[src/rtl/core/matrix_chain_order_cost_defines.svh]
// Assertion macros for the matrix chain order cost block.
// Used by the top level; expects clk and rst_n in scope.
`ifndef MATRIX_CHAIN_ORDER_COST_DEFINES_SVH
`define MATRIX_CHAIN_ORDER_COST_DEFINES_SVH

// Same-cycle implication, disabled during reset
`define MCOC_ASSERT_NOW(label, ante, cons) \
    label: assert property (@(posedge clk) disable iff (!rst_n) (ante) |-> (cons)) \
        else $error("mcoc check failed: same-cycle rule");

// Next-cycle implication, disabled during reset
`define MCOC_ASSERT_NEXT(label, ante, cons) \
    label: assert property (@(posedge clk) disable iff (!rst_n) (ante) |=> (cons)) \
        else $error("mcoc check failed: next-cycle rule");

`endif

[src/rtl/core/mcoc_pkg.sv]
// Shared constants, types and a helper function for the matrix chain order cost block.
// No dependencies.
`timescale 1ns / 1ps

package mcoc_pkg;

    // Sizing
    localparam int MAX_DIMS = 32;
    localparam int IDX_W    = $clog2(MAX_DIMS);
    localparam int CNT_W    = $clog2(MAX_DIMS + 1);
    localparam int CADDR_W  = 2 * IDX_W;
    localparam int DIM_W    = 16;
    localparam int MUL1_W   = 2 * DIM_W;
    localparam int PROD_W   = 3 * DIM_W;
    localparam int COST_W   = 53;

    localparam logic [COST_W-1:0] COST_MAX = {COST_W{1'b1}};

    // Controller states
    typedef enum logic [1:0] {
        ST_IDLE,
        ST_ENTRY,
        ST_SPLIT,
        ST_DRAIN
    } mcoc_state_t;

    // Controller to datapath commands
    typedef struct packed {
        logic             dim_we;
        logic [IDX_W-1:0] dim_wr_idx;
        logic [IDX_W-1:0] dim_rd_a;
        logic [IDX_W-1:0] dim_rd_b;
        logic             issue;
        logic             first;
        logic [IDX_W-1:0] row;
        logic [IDX_W-1:0] col;
        logic [IDX_W-1:0] split;
        logic             cost_we;
        logic             emit;
        logic             emit_err;
        logic             emit_cost;
    } mcoc_cmd_t;

    // Datapath to controller status
    typedef struct packed {
        logic pipe_busy;
    } mcoc_status_t;

    // Saturating add; both operands are at most COST_MAX
    function automatic logic [COST_W-1:0] sat_add(input logic [COST_W-1:0] a,
                                                  input logic [COST_W-1:0] b);
        logic [COST_W:0] s;
        s = {1'b0, a} + {1'b0, b};
        return s[COST_W] ? COST_MAX : s[COST_W-1:0];
    endfunction

endpackage

[src/rtl/core/mcoc_ctrl.sv]
// Controller: chain loading, diagonal/row/split sequencing and result issue.
// Depends on mcoc_pkg; commands mcoc_datapath.
`timescale 1ns / 1ps

module mcoc_ctrl
    import mcoc_pkg::*;
(
    input  logic         clk,
    input  logic         rst_n,
    input  logic         start,
    input  logic         last_dim,
    input  mcoc_status_t status,
    output logic         busy,
    output mcoc_cmd_t    cmd
);

    mcoc_state_t      state_reg, state_next;
    logic [CNT_W-1:0] count_reg, count_next;
    logic             ovf_reg, ovf_next;
    logic [IDX_W-1:0] mats_reg, mats_next;
    logic [IDX_W-1:0] span_reg, span_next;
    logic [IDX_W-1:0] row_reg, row_next;
    logic [IDX_W-1:0] split_reg, split_next;

    logic [IDX_W-1:0] col;
    logic [IDX_W:0]   col_inc, split_inc, span_inc;
    logic             full;
    logic [CNT_W-1:0] new_count;
    logic             new_ovf;

    assign col       = row_reg + span_reg;
    assign col_inc   = (IDX_W+1)'(col) + (IDX_W+1)'(1);
    assign split_inc = (IDX_W+1)'(split_reg) + (IDX_W+1)'(1);
    assign span_inc  = (IDX_W+1)'(span_reg) + (IDX_W+1)'(1);
    assign full      = (count_reg == CNT_W'(MAX_DIMS));
    assign new_count = full ? count_reg : count_reg + CNT_W'(1);
    assign new_ovf   = ovf_reg | full;
    assign busy      = (state_reg != ST_IDLE);

    // State and counters
    always_ff @(posedge clk or negedge rst_n)
    begin
        if (!rst_n)
        begin
            state_reg <= ST_IDLE;
            count_reg <= '0;
            ovf_reg   <= 1'b0;
            mats_reg  <= '0;
            span_reg  <= '0;
            row_reg   <= '0;
            split_reg <= '0;
        end
        else
        begin
            state_reg <= state_next;
            count_reg <= count_next;
            ovf_reg   <= ovf_next;
            mats_reg  <= mats_next;
            span_reg  <= span_next;
            row_reg   <= row_next;
            split_reg <= split_next;
        end
    end

    // Next state and commands
    always_comb
    begin
        state_next = state_reg;
        count_next = count_reg;
        ovf_next   = ovf_reg;
        mats_next  = mats_reg;
        span_next  = span_reg;
        row_next   = row_reg;
        split_next = split_reg;

        cmd            = '0;
        cmd.dim_wr_idx = count_reg[IDX_W-1:0];
        cmd.dim_rd_a   = row_reg;
        cmd.dim_rd_b   = col_inc[IDX_W-1:0];
        cmd.row        = row_reg;
        cmd.col        = col;
        cmd.split      = split_reg;

        unique case (state_reg)
            ST_IDLE:
            begin
                if (start)
                begin
                    cmd.dim_we = !full;
                    if (!last_dim)
                    begin
                        count_next = new_count;
                        ovf_next   = new_ovf;
                    end
                    else
                    begin
                        count_next = '0;
                        ovf_next   = 1'b0;
                        if (new_ovf || (new_count < CNT_W'(2)))
                        begin
                            cmd.emit     = 1'b1;
                            cmd.emit_err = 1'b1;
                        end
                        else if (new_count == CNT_W'(2))
                        begin
                            cmd.emit = 1'b1;
                        end
                        else
                        begin
                            mats_next  = IDX_W'(new_count - CNT_W'(1));
                            span_next  = IDX_W'(1);
                            row_next   = '0;
                            state_next = ST_ENTRY;
                        end
                    end
                end
            end

            // Fetch the row dimension; col+1 is read on port B throughout
            ST_ENTRY:
            begin
                split_next = row_reg;
                state_next = ST_SPLIT;
            end

            // One split point per cycle
            ST_SPLIT:
            begin
                cmd.issue    = 1'b1;
                cmd.first    = (split_reg == row_reg);
                cmd.dim_rd_a = split_inc[IDX_W-1:0];
                if (split_inc == (IDX_W+1)'(col))
                begin
                    state_next = ST_DRAIN;
                end
                else
                begin
                    split_next = split_inc[IDX_W-1:0];
                end
            end

            // Wait for the pipeline, then store the entry and move on
            ST_DRAIN:
            begin
                if (!status.pipe_busy)
                begin
                    cmd.cost_we = 1'b1;
                    if (col_inc < (IDX_W+1)'(mats_reg))
                    begin
                        row_next   = row_reg + IDX_W'(1);
                        state_next = ST_ENTRY;
                    end
                    else if (span_inc < (IDX_W+1)'(mats_reg))
                    begin
                        span_next  = span_inc[IDX_W-1:0];
                        row_next   = '0;
                        state_next = ST_ENTRY;
                    end
                    else
                    begin
                        cmd.emit      = 1'b1;
                        cmd.emit_cost = 1'b1;
                        state_next    = ST_IDLE;
                    end
                end
            end

            default:
            begin
                state_next = ST_IDLE;
            end
        endcase
    end

endmodule

[config.mk]
export PLATFORM = sky130hd
export DESIGN_NAME = mcoc_ctrl
export DESIGN_NICKNAME = d
export VERILOG_FILES = /design/src/rtl/core/matrix_chain_order_cost_defines.svh /design/src/rtl/core/mcoc_pkg.sv /design/src/rtl/core/mcoc_ctrl.sv
export SDC_FILE = /design/constraint.sdc
export NUM_CORES = 1
export LEC_CHECK = 0
export BUFFER_PORTS_ARGS = -buffer_cell sky130_fd_sc_hd__buf_2
export CAP_MARGIN = 20
export CORE_MARGIN = 5
export CORE_UTILIZATION = 50
export CTS_CLUSTER_SIZE = 16
export DETAILED_ROUTE_END_ITERATION = 8
export PLACE_DENSITY = 0.81
export RECOVER_POWER = 50
export SYNTH_ARGS = -nofsm -noshare
export SYNTH_HDL_FRONTEND = slang
export SYNTH_SLANG_ARGS = --single-unit
[constraint.sdc]
create_clock -name clk -period 5.5 [get_ports clk]
set_clock_uncertainty 0.2 [all_clocks]
set_input_delay 1.375 -clock clk [delete_from_list [all_inputs] [get_ports clk]]
set_output_delay 1.375 -clock clk [all_outputs]
set_load 0.005 [all_outputs]
Word level (Yosys, flattened, before mapping)
Index checks and enable logic that the tools add are counted.
- add/subtract/negate cells: 7
- magnitude comparators: 3
- eq/ne operators: 17
- muxes and demuxes: 47
- bitwise logic cells: 3
- reductions and logical operators: 12
- operator list (cell ; count):
    $mux 5 ; 16
    $pmux 5 s2 ; 3
    $mux 2 ; 11
    $add 5x1->6 const B ; 3
    $ne 2x2->1 const B ; 9
    $mux 1 ; 13
    $lt 6x5->1 ; 2
    $mux 6 ; 2
    $pmux 2 s4 ; 1
    $reduce_and 8->1 ; 1
    $reduce_and 7->1 ; 1
    $add 6x1->6 const B ; 1
    $eq 6x2->1 const B ; 1
    $eq 6x5->1 ; 1
    $eq 6x6->1 const B ; 1
    $lt 6x2->1 const B ; 1
    $reduce_and 6->1 ; 1
    $reduce_bool 2->1 ; 3
    $add 5x1->5 const B ; 1
    $add 5x5->5 ; 1
    $eq 5x5->1 ; 1
    $reduce_and 5->1 ; 1
    $sub 5x1->5 const B ; 1
    $eq 2x2->1 const B ; 2
    9 further kinds ; 11
- register bits after elaboration: 29
- bits of input ports: 5
- output and inout bits: 38
- logic and storage cells: 96

Logic depth before layout (Yosys ltp)
- depth in word-level cells: 8
- depth in mapped cells: 14
- depth with buffers taken out: 13

Worst setup path after synthesis
No wires, ideal clock.
- path kind: register -> output
- from: register row_reg[0]
- to: output cmd[2] (netlist bit)
- data arrival time: 3.088 ns
- data required time: 3.925 ns
- slack: 0.837 ns
- cell stages (with the launch flop): 12
- path buffers: 0
- cell sequence: dfrtp_1 > ha_1 > fa_1 > xor2_2 > and3_1 > xor2_1 > ha_1 > o21ai_0 > a21oi_1 > a311o_2 > and3b_1 > o21ba_2
- RTL lines (what ; RTL line ; text):
    from (decl) ; mcoc_ctrl.sv:22 ; logic [IDX_W-1:0] row_reg, row_next;
    from (signal assigned) ; mcoc_ctrl.sv:60 ; row_reg <= row_next;
    to (decl) ; mcoc_ctrl.sv:14 ; output mcoc_cmd_t cmd

==> results.sh <==
export IMPL_num_vias=2011
export IMPL_synth_top_area_cell="dfrtp_1"
export IMPL_crit_arrival_ns=3.68
export IMPL_utilization_pct=58.2
export IMPL_nNetsFinal=335
export IMPL_power_density_nw_per_um2=621
export IMPL_placement_io_buffers=42
export IMPL_yosys_top_cells_count="29 x dfrtp_1, 24 x ha_1, 21 x nor2_1"
export IMPL_globalRouteTotalUtil_pct=17.8
export IMPL_setup_viol=0
export IMPL_finalHoldViolCount=0
export IMPL_met3_length_um=257
export IMPL_crit_family="adder cells"
export IMPL_cp_common_cell="ha_1"
export IMPL_grt_max_degree=30
export IMPL_ys_seq_area_share_pct=29.3
export IMPL_largest_reg_flops=6
export IMPL_relSlewSlack_pct=-5.45
export IMPL_synth_cells=270
export IMPL_fin_crit_ns=5.25
export IMPL_cts_made_buffers=5
export IMPL_io_pins=43
export IMPL_synth_flop_cell="dfrtp_1"
export IMPL_finalWeightedCongestion=0.809
export IMPL_cap_violations=1
export IMPL_drc=0
export IMPL_maxSlewViolCount=30
export IMPL_critPathBufInv=1
export IMPL_via_per_inst=5.41
export IMPL_min_period_over_period_pct=95.5
export IMPL_avgSynthCellArea_um2=9.18
export IMPL_synthAdderAreaFrac_pct=12.9
export IMPL_cts_sinks=29
export IMPL_worst_path_max_fanout=8
export IMPL_die_h_um=80.4
export IMPL_highest_layer="met4"
export IMPL_synth_edff_count=0
export IMPL_start_util_pct=52.2
export IMPL_clk_pin_slew_ns=0.06
export IMPL_tightest_slew_ns=1.58
export IMPL_status="finished, violations left"
export IMPL_overflow=0
export IMPL_antenna_found_initial=0
export IMPL_ys_async_sr_fraction_pct=100
export IMPL_cts_tree="yes"
export IMPL_cts_resized=0
export IMPL_ir_drop_uv=286
export IMPL_area_growth_pct=11.6
export IMPL_cts_hold_buf=0
export IMPL_wl_met2_um=2480
export IMPL_die_width_um=80.4
export IMPL_crit_type="reg2out"
export IMPL_grt_pass1_vias=1931
export IMPL_design_area_um2=2770
export IMPL_critPathLaunchType="flop"
export IMPL_dp_hpwl_um=4160
export IMPL_required_ns=3.92
export IMPL_cp_slowest_cell="dfrtp_1"
export IMPL_synth_nets=300
export IMPL_dpl_cell_count=365
export IMPL_grt_pass1_wl_um=9000
export IMPL_critPathCaptureType="output pin"
export IMPL_synth_compound_area_share_pct=18.4
export IMPL_num_rows=25
export IMPL_cellLeakagePower_uw=0.00144
export IMPL_syn_area_um2=2480
export IMPL_htreeDepth=2
export IMPL_ant_nets=0
export IMPL_drive_above_1_share_pct=19.3
export IMPL_synth_mux_area_share_pct=7.16
export IMPL_wl_met1_um=2520
export IMPL_dr_pass1_iters=4
export IMPL_rsz0062_at_grt="no"
export IMPL_routed_wl_um=5350
export IMPL_clock_root_buffer="clkbuf_8"
export IMPL_coreArea_um2=4750
export IMPL_synthSimpleGateAreaFrac_pct=15.4
export IMPL_synth_xor_xnor_area_share_pct=11.2
export IMPL_dieArea_um2=6470
export IMPL_finalPower_uw=1720
export IMPL_cts_path_max_buffers=2
export IMPL_yosysWarnings=0
export IMPL_insertion_delay_ns=0.28
export IMPL_ys_types=54
export IMPL_synthTopCellsByArea="dfrtp_1 29%, ha_1 12%, xor2_1 5.3%"
export IMPL_final_cell_count_no_fill=372
export IMPL_n_antenna_cell=0
export IMPL_path_cells="ha_1, fa_1, xor2_2, and3_1, xor2_1, ha_1, o21ai_0, a21oi_1, a311o_2, and3b_1, o21ba_2, buf_2"
export IMPL_place_area_um2=2690
export IMPL_drt_initial_drc_count=61
export IMPL_max_stage_delay_ns=0.47
export IMPL_synth_top_area_share_pct=29.3
export IMPL_synth_top_family_by_area="compound AO/OA/AOI/OAI gates"
export IMPL_hp_class="reg2reg"
export IMPL_synth_most_common_cell="dfrtp_1"
export IMPL_drt_wirelength_per_cell_um=14.4
export IMPL_setup_tns_ns=0
export IMPL_fmax_mhz=190
export IMPL_post_cts_buffers=0
export IMPL_violations="capacitance limit, slew limit"
export IMPL_ys_seq_elements=29
==> routing by layer <==
metal / vias to the layer above / track usage, %
li1: 1025 / -
met1: 938 / 23.9
met2: 41 / 27.8
met3: 7 / 3.70
met4: 0 / 6.93
met5: - / 0
==> worst register-to-register path: stages, from the launching register on <==
cell and delay (ns):
dfrtp_1 0.47, ha_1 0.28, fa_1 0.43, xor2_2 0.29, and3_1 0.24, xor2_1 0.19, ha_1 0.26, o21ai_0 0.17
a21oi_1 0.07, a311o_2 0.44, a221o_1 0.39, a21o_1 0.18, a22o_1 0.17
==> through the flow <==
step	setup WS [ns]	hold slack, ns
floorplan	0.837	0.250
global placement	0.724	0.264
detailed placement	0.556	0.271
CTS	0.252	0.283
global route	0.0696	0.304
finish	0.249	0.279
==> cells by family (layout without fill, tap and decap cells) <==
logic type                 count (synthesis)  after routing
muxes                                     14             14
AOI/OAI and AO/OA                         66             66
buffers and inverters                     30             65
DFF                                       29             29
adders and majority gates                 25             25
and+or+nand+nor                           77             77
xor gates and xnor gates                  29             29
==> final timing paths <==
path                            depth (start not counted)               startpoint  slack, ns                  endpoint
worst max-delay path                                   12   row_reg[0]$_DFFE_PN0P_       0.25                    cmd[2]
worst min-delay path                                    2  mats_reg[2]$_DFFE_PN0P_       0.28   mats_reg[2]$_DFFE_PN0P_
worst max register to register                         12   row_reg[0]$_DFFE_PN0P_       1.61    row_reg[4]$_DFFE_PN0P_
worst min register to register                          2  mats_reg[2]$_DFFE_PN0P_       0.28   mats_reg[2]$_DFFE_PN0P_
max in group asynchronous                               1                    rst_n       2.90   mats_reg[2]$_DFFE_PN0P_
min in group asynchronous                               1                    rst_n       1.28  count_reg[3]$_DFFE_PN0P_
==> cell type report <==
| class | instances | area, um^2 |
|---|---|---|
| Multi-Input combinational cell | 211 | 1610 |
| Tap cell | 67 | 83.8 |
| Inverter | 16 | 60.1 |
| Timing Repair Buffer | 42 | 199 |
| Clock buffer | 7 | 86.3 |
| Sequential cell | 29 | 726 |
| Fill cell | 450 | 1990 |
==> where the power goes <==
part / total [uW] / switching, uW / internal [uW]
logic: 1150 / 606 / 542
clock network: 177 / 77.6 / 99.0
registers: 394 / 111 / 283
total: 1720 / 794 / 924
==> placed cells by master, fill, tap and decap left out, types with 10 or more instances in the layout <==
| master | count |
|---|---|
| a21oi_1 | 15 |
| buf_2 | 33 |
| clkbuf_1 | 10 |
| dfrtp_1 | 29 |
| ha_1 | 24 |
| inv_1 | 16 |
| nand2_1 | 20 |
| nand3_1 | 12 |
| nor2_1 | 21 |
| o21ai_0 | 11 |
| xnor2_1 | 11 |
| xor2_1 | 15 |
No activity file was read; power rests on OpenSTA's default activity.
